`config.mk`:
```
export PLATFORM = sky130hd
export DESIGN_NAME = assembler_token_scanner
export DESIGN_NICKNAME = d
export VERILOG_FILES = /design/src/sv/ats_pkg.sv /design/src/sv/assembler_token_scanner.sv
export SDC_FILE = /design/constraint.sdc
export NUM_CORES = 1
export LEC_CHECK = 0
export BUFFER_PORTS_ARGS = -buffer_cell sky130_fd_sc_hd__buf_2
export CORE_MARGIN = 2
export CORE_UTILIZATION = 66
export CTS_CLUSTER_DIAMETER = 30
export DETAILED_ROUTE_END_ITERATION = 8
export GPL_ROUTABILITY_DRIVEN = 0
export MAX_ROUTING_LAYER = met4
export PLACE_DENSITY = 0.91
export SLEW_MARGIN = 10
export SYNTH_ARGS = -nofsm -noshare
export SYNTH_HDL_FRONTEND = slang
export SYNTH_SLANG_ARGS = --single-unit
```
`constraint.sdc`:
```
create_clock -name clk_i -period 15.9 [get_ports clk_i]
set_clock_uncertainty 0.15 [all_clocks]
set_input_delay 2.385 -clock clk_i [delete_from_list [all_inputs] [get_ports clk_i]]
set_output_delay 2.385 -clock clk_i [all_outputs]
set_load 0.01 [all_outputs]
```
`src/sv/ats_pkg.sv`:
```
// ----------------------------------------------------------------------------
// ats_pkg: shared types and constants for the assembler token scanner
// Record kinds, scan modes, character codes and the record structure.
// ----------------------------------------------------------------------------
package ats_pkg;

  typedef enum logic [2:0] {
    KIND_TEXT    = 3'd0,
    KIND_EOL     = 3'd1,
    KIND_COLON   = 3'd2,
    KIND_INT     = 3'd3,
    KIND_IDENT   = 3'd4,
    KIND_STRING  = 3'd5,
    KIND_BADCHAR = 3'd6,
    KIND_UNTERM  = 3'd7
  } rec_kind_e;

  typedef enum logic [3:0] {
    MODE_IDLE   = 4'b0001,
    MODE_NUMBER = 4'b0010,
    MODE_IDENT  = 4'b0100,
    MODE_STRING = 4'b1000
  } scan_mode_e;

  localparam logic [7:0]  CHAR_NL    = 8'h0A;
  localparam logic [7:0]  CHAR_TAB   = 8'h09;
  localparam logic [7:0]  CHAR_VT    = 8'h0B;
  localparam logic [7:0]  CHAR_FF    = 8'h0C;
  localparam logic [7:0]  CHAR_CR    = 8'h0D;
  localparam logic [7:0]  CHAR_SPACE = 8'h20;
  localparam logic [7:0]  CHAR_QUOTE = 8'h22;
  localparam logic [7:0]  CHAR_DOT   = 8'h2E;
  localparam logic [7:0]  CHAR_COLON = 8'h3A;
  localparam logic [7:0]  CHAR_UNDER = 8'h5F;

  localparam logic [30:0] VALUE_MAX  = 31'h7FFF_FFFF;

  typedef struct packed {
    rec_kind_e   kind;
    logic [7:0]  ch;
    logic [15:0] line;
    logic [15:0] col;
    logic [8:0]  len;
    logic [30:0] val;
    logic        err;
    logic        last;
  } rec_t;

  function automatic rec_t mk_rec(rec_kind_e kind, logic [7:0] ch, logic [15:0] line,
                                  logic [15:0] col, logic [8:0] len, logic [30:0] val,
                                  logic err);
    rec_t r;
    r.kind = kind;
    r.ch   = ch;
    r.line = line;
    r.col  = col;
    r.len  = len;
    r.val  = val;
    r.err  = err;
    r.last = 1'b0;
    return r;
  endfunction

  function automatic logic is_digit(logic [7:0] b);
    return (b >= 8'h30) && (b <= 8'h39);
  endfunction

  function automatic logic is_ident(logic [7:0] b);
    return is_digit(b) || ((b >= 8'h61) && (b <= 8'h7A)) ||
           ((b >= 8'h41) && (b <= 8'h5A)) || (b == CHAR_DOT) || (b == CHAR_UNDER);
  endfunction

  function automatic logic is_blank(logic [7:0] b);
    return (b == CHAR_SPACE) || (b == CHAR_TAB) || (b == CHAR_VT) ||
           (b == CHAR_FF) || (b == CHAR_CR);
  endfunction

endpackage

```
`src/sv/assembler_token_scanner.sv`:
```
// ----------------------------------------------------------------------------
// assembler_token_scanner: streaming lexer for assembler source text
// One source byte per transfer in; eol, colon, integer, identifier, string,
// text-byte and error records out.
// ----------------------------------------------------------------------------
// The scanner takes one source byte per clock when not stalled; each record
// passes the input register and then the result register. A byte that closes
// an integer or identifier and also yields a record of its own makes two
// records; the second waits in a one-entry pending slot and the input is held
// until it moves to the output slot, so throughput is one byte per cycle
// except while a second record waits or the output stalls. tlast on the input
// marks end of text: the open token is closed (or reported unterminated) and
// all state, line and column included, returns to its reset value. Records
// carry tlast on the last record caused by a byte. Line and column saturate
// at all ones of POSITION_BITS and are reported in their low 16 bits; lengths
// saturate at MAX_TOKEN_LEN and integer values at 2^31-1.
module assembler_token_scanner #(
  parameter int MAX_TOKEN_LEN = 511,
  parameter int POSITION_BITS = 16
) (
  input  logic        clk_i,
  input  logic        rst_ni,
  input  logic        s_axis_tvalid,
  output logic        s_axis_tready,
  input  logic [7:0]  s_axis_tdata,   // source_byte
  input  logic        s_axis_tlast,   // end_of_input
  output logic        m_axis_tvalid,
  input  logic        m_axis_tready,
  // text_char[7:0], line_number[23:8], column_number[39:24], token_length[48:40],
  // integer_value[79:49], errors_seen[80], zero[87:81]
  output logic [87:0] m_axis_tdata,
  output logic [2:0]  m_axis_tuser,   // record_kind
  output logic        m_axis_tlast    // last_of_run
);

  localparam int LW = $clog2(MAX_TOKEN_LEN + 1);
  localparam int PB = POSITION_BITS;
  localparam logic [LW-1:0] LEN_MAX = LW'(MAX_TOKEN_LEN);
  localparam logic [PB-1:0] POS_MAX = {PB{1'b1}};
  localparam logic [PB-1:0] POS_ONE = PB'(1);

  // input register
  logic       in_valid_q;
  logic [7:0] byte_q;
  logic       eoi_q;

  // scanner state
  ats_pkg::scan_mode_e mode_q, mode_d;
  logic [PB-1:0] line_q, line_d, col_q, col_d;
  logic [PB-1:0] sline_q, sline_d, scol_q, scol_d;
  logic          first_q, first_d;
  logic [30:0]   acc_q, acc_d;
  logic [LW-1:0] len_q, len_d;
  logic          err_q, err_d;

  // result slots
  logic          out_valid_q, out_valid_d, pend_valid_q, pend_valid_d;
  ats_pkg::rec_t out_q, out_d, pend_q, pend_d;

  logic fire;

  // step datapath
  logic [PB-1:0] cl, cc;
  logic [LW-1:0] len_inc;
  logic [34:0]   acc_mul;
  logic [30:0]   acc_next;
  logic [PB+15:0] cl_w, cc_w, sl_w, sc_w;
  logic [LW+8:0]  lq_w, li_w;
  logic [15:0]   cl16, cc16, sl16, sc16;
  logic [8:0]    lq9, li9;

  logic                idle_v;
  ats_pkg::rec_t       idle_rec;
  ats_pkg::scan_mode_e idle_mode;
  logic                idle_start;
  logic [30:0]         idle_acc;
  logic [LW-1:0]       idle_len;
  logic                idle_err;

  logic          v0, v1;
  ats_pkg::rec_t rec0, rec1;

  assign fire          = in_valid_q && !pend_valid_q && (!out_valid_q || m_axis_tready);
  assign s_axis_tready = !in_valid_q || fire;

  always_ff @(posedge clk_i or negedge rst_ni) begin
    if (!rst_ni) begin
      in_valid_q <= 1'b0;
    end else if (s_axis_tready) begin
      in_valid_q <= s_axis_tvalid;
    end
  end

  always_ff @(posedge clk_i) begin
    if (s_axis_tvalid && s_axis_tready) begin
      byte_q <= s_axis_tdata;
      eoi_q  <= s_axis_tlast;
    end
  end

  // current position after this byte
  always_comb begin
    cl = line_q;
    cc = col_q;
    if (first_q) begin
      cl = line_q;
    end else if (byte_q == ats_pkg::CHAR_NL) begin
      cl = (line_q != POS_MAX) ? line_q + POS_ONE : line_q;
      cc = '0;
    end else begin
      cc = (col_q != POS_MAX) ? col_q + POS_ONE : col_q;
    end
  end

  assign len_inc  = (len_q < LEN_MAX) ? len_q + LW'(1) : len_q;
  assign acc_mul  = ({4'b0, acc_q} << 3) + ({4'b0, acc_q} << 1) + {31'b0, byte_q[3:0]};
  assign acc_next = (acc_mul > {4'b0, ats_pkg::VALUE_MAX}) ? ats_pkg::VALUE_MAX
                                                           : acc_mul[30:0];

  assign cl_w = {16'b0, cl};
  assign cc_w = {16'b0, cc};
  assign sl_w = {16'b0, sline_q};
  assign sc_w = {16'b0, scol_q};
  assign lq_w = {9'b0, len_q};
  assign li_w = {9'b0, len_inc};
  assign cl16 = cl_w[15:0];
  assign cc16 = cc_w[15:0];
  assign sl16 = sl_w[15:0];
  assign sc16 = sc_w[15:0];
  assign lq9  = lq_w[8:0];
  assign li9  = li_w[8:0];

  // idle-mode scan of the byte
  always_comb begin
    idle_v     = 1'b0;
    idle_rec   = ats_pkg::mk_rec(ats_pkg::KIND_EOL, 8'd0, cl16, cc16, 9'd0, 31'd0, err_q);
    idle_mode  = ats_pkg::MODE_IDLE;
    idle_start = 1'b0;
    idle_acc   = acc_q;
    idle_len   = len_q;
    idle_err   = err_q;
    if (byte_q == ats_pkg::CHAR_NL) begin
      idle_v = 1'b1;
    end else if (ats_pkg::is_blank(byte_q)) begin
      idle_v = 1'b0;
    end else if (byte_q == ats_pkg::CHAR_COLON) begin
      idle_v        = 1'b1;
      idle_rec.kind = ats_pkg::KIND_COLON;
    end else if (ats_pkg::is_digit(byte_q)) begin
      idle_mode  = ats_pkg::MODE_NUMBER;
      idle_start = 1'b1;
      idle_acc   = {27'b0, byte_q[3:0]};
      idle_len   = LW'(1);
    end else if (ats_pkg::is_ident(byte_q)) begin
      idle_mode  = ats_pkg::MODE_IDENT;
      idle_start = 1'b1;
      idle_acc   = '0;
      idle_len   = LW'(1);
      idle_v     = 1'b1;
      idle_rec   = ats_pkg::mk_rec(ats_pkg::KIND_TEXT, byte_q, cl16, cc16, 9'd1, 31'd0,
                                   err_q);
    end else if (byte_q == ats_pkg::CHAR_QUOTE) begin
      idle_mode  = ats_pkg::MODE_STRING;
      idle_start = 1'b1;
      idle_acc   = '0;
      idle_len   = '0;
    end else begin
      idle_err = 1'b1;
      idle_v   = 1'b1;
      idle_rec = ats_pkg::mk_rec(ats_pkg::KIND_BADCHAR, byte_q, cl16, cc16, 9'd0, 31'd0,
                                 1'b1);
    end
  end

  // one scan step
  always_comb begin
    mode_d  = mode_q;
    line_d  = line_q;
    col_d   = col_q;
    first_d = first_q;
    sline_d = sline_q;
    scol_d  = scol_q;
    acc_d   = acc_q;
    len_d   = len_q;
    err_d   = err_q;
    v0      = 1'b0;
    v1      = 1'b0;
    rec0    = ats_pkg::mk_rec(ats_pkg::KIND_INT, 8'd0, sl16, sc16, lq9, acc_q, err_q);
    rec1    = idle_rec;
    if (eoi_q) begin
      case (mode_q)
        ats_pkg::MODE_NUMBER: v0 = 1'b1;
        ats_pkg::MODE_IDENT: begin
          v0        = 1'b1;
          rec0.kind = ats_pkg::KIND_IDENT;
          rec0.val  = '0;
        end
        ats_pkg::MODE_STRING: begin
          v0        = 1'b1;
          rec0.kind = ats_pkg::KIND_UNTERM;
          rec0.val  = '0;
        end
        default: v0 = 1'b0;
      endcase
      mode_d  = ats_pkg::MODE_IDLE;
      line_d  = POS_ONE;
      col_d   = POS_ONE;
      first_d = 1'b1;
      sline_d = POS_ONE;
      scol_d  = POS_ONE;
      acc_d   = '0;
      len_d   = '0;
      err_d   = 1'b0;
    end else begin
      line_d  = cl;
      col_d   = cc;
      first_d = 1'b0;
      case (mode_q)
        ats_pkg::MODE_STRING: begin
          v0 = 1'b1;
          if (byte_q == ats_pkg::CHAR_QUOTE) begin
            rec0   = ats_pkg::mk_rec(ats_pkg::KIND_STRING, 8'd0, sl16, sc16, lq9, 31'd0,
                                     err_q);
            mode_d = ats_pkg::MODE_IDLE;
          end else begin
            len_d = len_inc;
            rec0  = ats_pkg::mk_rec(ats_pkg::KIND_TEXT, byte_q, sl16, sc16, li9, 31'd0,
                                    err_q);
          end
        end
        ats_pkg::MODE_NUMBER, ats_pkg::MODE_IDENT: begin
          if (mode_q == ats_pkg::MODE_NUMBER && ats_pkg::is_digit(byte_q)) begin
            acc_d = acc_next;
            len_d = len_inc;
          end else if (mode_q == ats_pkg::MODE_IDENT && ats_pkg::is_ident(byte_q)) begin
            len_d = len_inc;
            v0    = 1'b1;
            rec0  = ats_pkg::mk_rec(ats_pkg::KIND_TEXT, byte_q, sl16, sc16, li9, 31'd0,
                                    err_q);
          end else begin
            v0 = 1'b1;
            if (mode_q == ats_pkg::MODE_IDENT) begin
              rec0.kind = ats_pkg::KIND_IDENT;
              rec0.val  = '0;
            end
            v1     = idle_v;
            rec1   = idle_rec;
            mode_d = idle_mode;
            acc_d  = idle_acc;
            len_d  = idle_len;
            err_d  = idle_err;
            if (idle_start) begin
              sline_d = cl;
              scol_d  = cc;
            end
          end
        end
        default: begin
          v0     = idle_v;
          rec0   = idle_rec;
          mode_d = idle_mode;
          acc_d  = idle_acc;
          len_d  = idle_len;
          err_d  = idle_err;
          if (idle_start) begin
            sline_d = cl;
            scol_d  = cc;
          end
        end
      endcase
    end
    rec0.last = !v1;
    rec1.last = 1'b1;
  end

  always_ff @(posedge clk_i or negedge rst_ni) begin
    if (!rst_ni) begin
      mode_q  <= ats_pkg::MODE_IDLE;
      line_q  <= POS_ONE;
      col_q   <= POS_ONE;
      first_q <= 1'b1;
      sline_q <= POS_ONE;
      scol_q  <= POS_ONE;
      acc_q   <= '0;
      len_q   <= '0;
      err_q   <= 1'b0;
    end else if (fire) begin
      mode_q  <= mode_d;
      line_q  <= line_d;
      col_q   <= col_d;
      first_q <= first_d;
      sline_q <= sline_d;
      scol_q  <= scol_d;
      acc_q   <= acc_d;
      len_q   <= len_d;
      err_q   <= err_d;
    end
  end

  // result slot control
  always_comb begin
    out_valid_d  = out_valid_q;
    pend_valid_d = pend_valid_q;
    out_d        = out_q;
    pend_d       = pend_q;
    if (fire) begin
      out_valid_d  = v0;
      out_d        = rec0;
      pend_valid_d = v1;
      pend_d       = rec1;
    end else if (out_valid_q && m_axis_tready) begin
      out_valid_d  = pend_valid_q;
      out_d        = pend_q;
      pend_valid_d = 1'b0;
    end
  end

  always_ff @(posedge clk_i or negedge rst_ni) begin
    if (!rst_ni) begin
      out_valid_q  <= 1'b0;
      pend_valid_q <= 1'b0;
    end else begin
      out_valid_q  <= out_valid_d;
      pend_valid_q <= pend_valid_d;
    end
  end

  always_ff @(posedge clk_i) begin
    out_q  <= out_d;
    pend_q <= pend_d;
  end

  assign m_axis_tvalid = out_valid_q;
  assign m_axis_tuser  = out_q.kind;
  assign m_axis_tlast  = out_q.last;
  assign m_axis_tdata  = {7'b0, out_q.err, out_q.val, out_q.len, out_q.col, out_q.line,
                          out_q.ch};

`ifndef SYNTHESIS
  a_pend_needs_out: assert property (@(posedge clk_i) disable iff (!rst_ni)
    pend_valid_q |-> out_valid_q)
    else $error("pending record without a record in the output slot");

  a_pend_is_last: assert property (@(posedge clk_i) disable iff (!rst_ni)
    pend_valid_q |-> (pend_q.last && !out_q.last))
    else $error("last marking wrong on a two-record byte");

  a_err_sticky: assert property (@(posedge clk_i) disable iff (!rst_ni)
    (err_q && !(fire && eoi_q)) |=> err_q)
    else $error("error flag cleared without end of input");

  a_no_fire_on_pend: assert property (@(posedge clk_i) disable iff (!rst_ni)
    (fire && v1) |=> (pend_valid_q && !fire))
    else $error("second record not held in pending slot");
`endif

endmodule

```
==> metrics.yaml <==
tns_ps: 0
cts-buffers-inserted: 44
cts_tree: "built"
critPathLaunchType: "input port"
yosys.area_share.adder: 0.0611
rsz0062_at_grt: "no"
synth-main-ff-cell: "edfxtp_1"
ys_ff_latch: 252
avgSynthCellArea_sq_um: 10.0
synth_top_family_by_area: "compound AO/OA/AOI/OAI gates"
grt_max_degree: 91
post_cts_buffers: 0
ys_types: 83
clock_sinks: 252
port-buffer-count: 99
slew_violations: 0
yosysSeqAreaShare: 0.509
dpl-instance-area_sq_um: 14300
power_frac_comb: 0.105
yosys.area.top_type: "edfxtp_1"
vias: 11400
p_sw_uw: 527
hold_viol: 0
io_pins: 107
yosysWarnings: 0
wirelength_um: 34300
multi_input_area_sq_um: 6290
seqCellArea_sq_um: 7010
cp_data_arrival_time_ps: 2990
drcViolationCount: 0
crit_top_cell: "buf_2"
crit_family: "buffers and inverters"
power_frac_clock: 0.489
ys_top_cells_by_area: "edfxtp_1 30%, dfrtp_1 19%, ha_1 5.8%"
dieArea_sq_um: 22000
synth_compound_area_frac: 0.182
synth_edf_count: 139
cp_max_fo: 3
die_w_um: 148
worst-r2r-setup-slack_ps: 11290
drtIter0Drc: 1330
relSlewSlack: 0.308
placementRows: 52
leakage_nw: 7.18
drive_above_1_share: 0.156
fin_ws_ps: 10370
synth_xor_area_frac: 0.0345
grt_overflow_total: 0
ctsResizeCount: 0
initial_core_util: 0.676
dp_slack_ps: 10300
antenna_cells: 0
hpwl_um: 21000
drv_cap: 0
synth_simple_gate_area_frac: 0.171
netlist_instances: 1374
crit_type: "input port to output port"
clockRootBuffer: "clkbuf_16"
synth_commonest_cells: "195 x nand2_1, 139 x edfxtp_1, 121 x nor2_1"
intPower_mw: 1.44
setup_violations: 0
clock_path_buffers: 3
cp_slowest_cell: "nor2b_1"
synthMuxAreaShare: 0.00364
core_sq_um: 20400
antenna_found_initial: 0
crit_buf_inv: 2
power.density_nw_per_um2: 124
nets: 1533
status: "complete, no violations"
htree_levels: 2
synth.cell_area_sq_um: 13800
grt_pass1_wl_um: 56700
irDropWorstVdd_uv: 66.9
tightest_slew_ps: 1040
crit_chain: "buf_2 > nor2b_1 > o21ai_0 > buf_2"
cts.clk_slew.worst_paths_ps: 70
max_freq_mhz: 181
vias_per_cell: 6.48
hold_path_class: "flop to flop"
critical_path_required_ps: 13370
n_fill_cell: 1216
final_area_sq_um: 15900
seqPwrFrac: 0.407
dr.pass1.iters: 7
layout_min_cycle_time_ps: 5530
yosysMostFrequentCell: "nand2_1"
period_share: 0.348
endpoint_kind: "output port"
grt_pass1_vias: 11500
synth_top_cell_area_share: 0.303
ctsHoldBuffers: 0
worst_path_largest_cell_delay_ps: 180
async_reset_ff_frac: 0.448
insertion_delay_ps: 550
grt.total_usage: 0.329
die_h_um: 148
power_switching_share: 0.269
areaGrowthSynthToFinish_pct: 15.3
ant_nets: 0
wire_per_inst_um: 19.5
-- state kept, by name, indices dropped and copies added (netlist names), 3 cells and up --
name	cells
mode_q	4
pend_q	45
sl16	16
sc16	16
byte_q	8
line_q	16
m_axis_tuser	3
m_axis_tdata	81
len_q	9
col_q	16
acc_q	31
-- stage by stage --
step | total power [mW] | std cells | utilization | hold WS (ps)
after floorplan | 0.940 | 1380 | - | 290
after CTS | 1.97 | 1760 | 0.779 | 326
after global placement | 1.00 | 1678 | 0.704 | 303
after global routing | 2.03 | 1760 | 0.780 | 340
after detailed placement | 1.01 | 1678 | 0.704 | 313
final | 1.96 | 1760 | 0.780 | 330
-- power groups by stage --
stage               Combinational (mW)  Sequential, mW  Clock [mW]
floorplan                        0.111           0.829           0
global placement                 0.194           0.805           0
detailed placement               0.202           0.808           0
CTS                              0.205           0.798       0.963
global route                     0.227           0.803       0.998
finish                           0.206           0.798       0.960
-- layout make-up --
| cell class | count | area share |
|---|---|---|
| clock buffers | 53 | 0.0760 |
| clock inverters | 29 | 0.0203 |
| inverters | 36 | 0.00851 |
| multi-input cells | 1011 | 0.396 |
| flip-flops and latches | 252 | 0.442 |
| well taps | 270 | 0.0213 |
| repair buffers | 109 | 0.0361 |
-- path summary, 6_finish.rpt --
check | start | end | depth (start not counted)
min in group asynchronous | rst_ni | sc16[3] | 1
setup reg to reg | byte_q[3] | acc_q[30] | 14
max in group asynchronous | rst_ni | acc_q[13] | 2
hold / removal | sl16[0] | sl16[0] | 2
hold reg to reg | sl16[0] | sl16[0] | 2
setup / recovery | m_axis_tready | s_axis_tready | 4
-- cells by family after synthesis --
family,count (synthesis)
compound gates,386
xor+xnor,50
fa+ha+maj,66
buf+inv,117
flops,252
mux,5
other cells,1
simple gates,497
-- routing by layer --
metal  GRT usage  routed length [um]  up-vias
met3      0.0598                2690      170
li1            -                   -     5142
met2       0.549               17400      674
met4       0.166                1640        0
met1       0.386               12500     5425
met5           -                   0        -
-- worst reg2reg max path, stage by stage, from the launching register on --
cell      delay, ps
edfxtp_1        590
inv_1           180
fa_1            620
inv_1            60
ha_1            280
a21o_1          180
a21oi_1         260
o211a_1         250
o21ai_1         100
a221oi_2        370
o21ai_1         140
xor2_1          160
or4_4           730
a21o_1          240
a22o_1          180
-- cells in the final DEF (no fill, tap or decap), types with 19 or more instances in the layout --
| cell type | count |
|---|---|
| a22o_1 | 46 |
| clkbuf_16 | 45 |
| o21ai_0 | 92 |
| dfrtp_1 | 107 |
| a21oi_1 | 85 |
| buf_2 | 98 |
| xor2_1 | 19 |
| nand3_1 | 30 |
| nand2_1 | 195 |
| a31oi_1 | 25 |
| xnor2_1 | 26 |
| and2_1 | 45 |
| o21ai_1 | 28 |
| ha_1 | 64 |
| edfxtp_1 | 139 |
| inv_1 | 35 |
| nor2_1 | 121 |
Power figures use the tool's default switching activity.
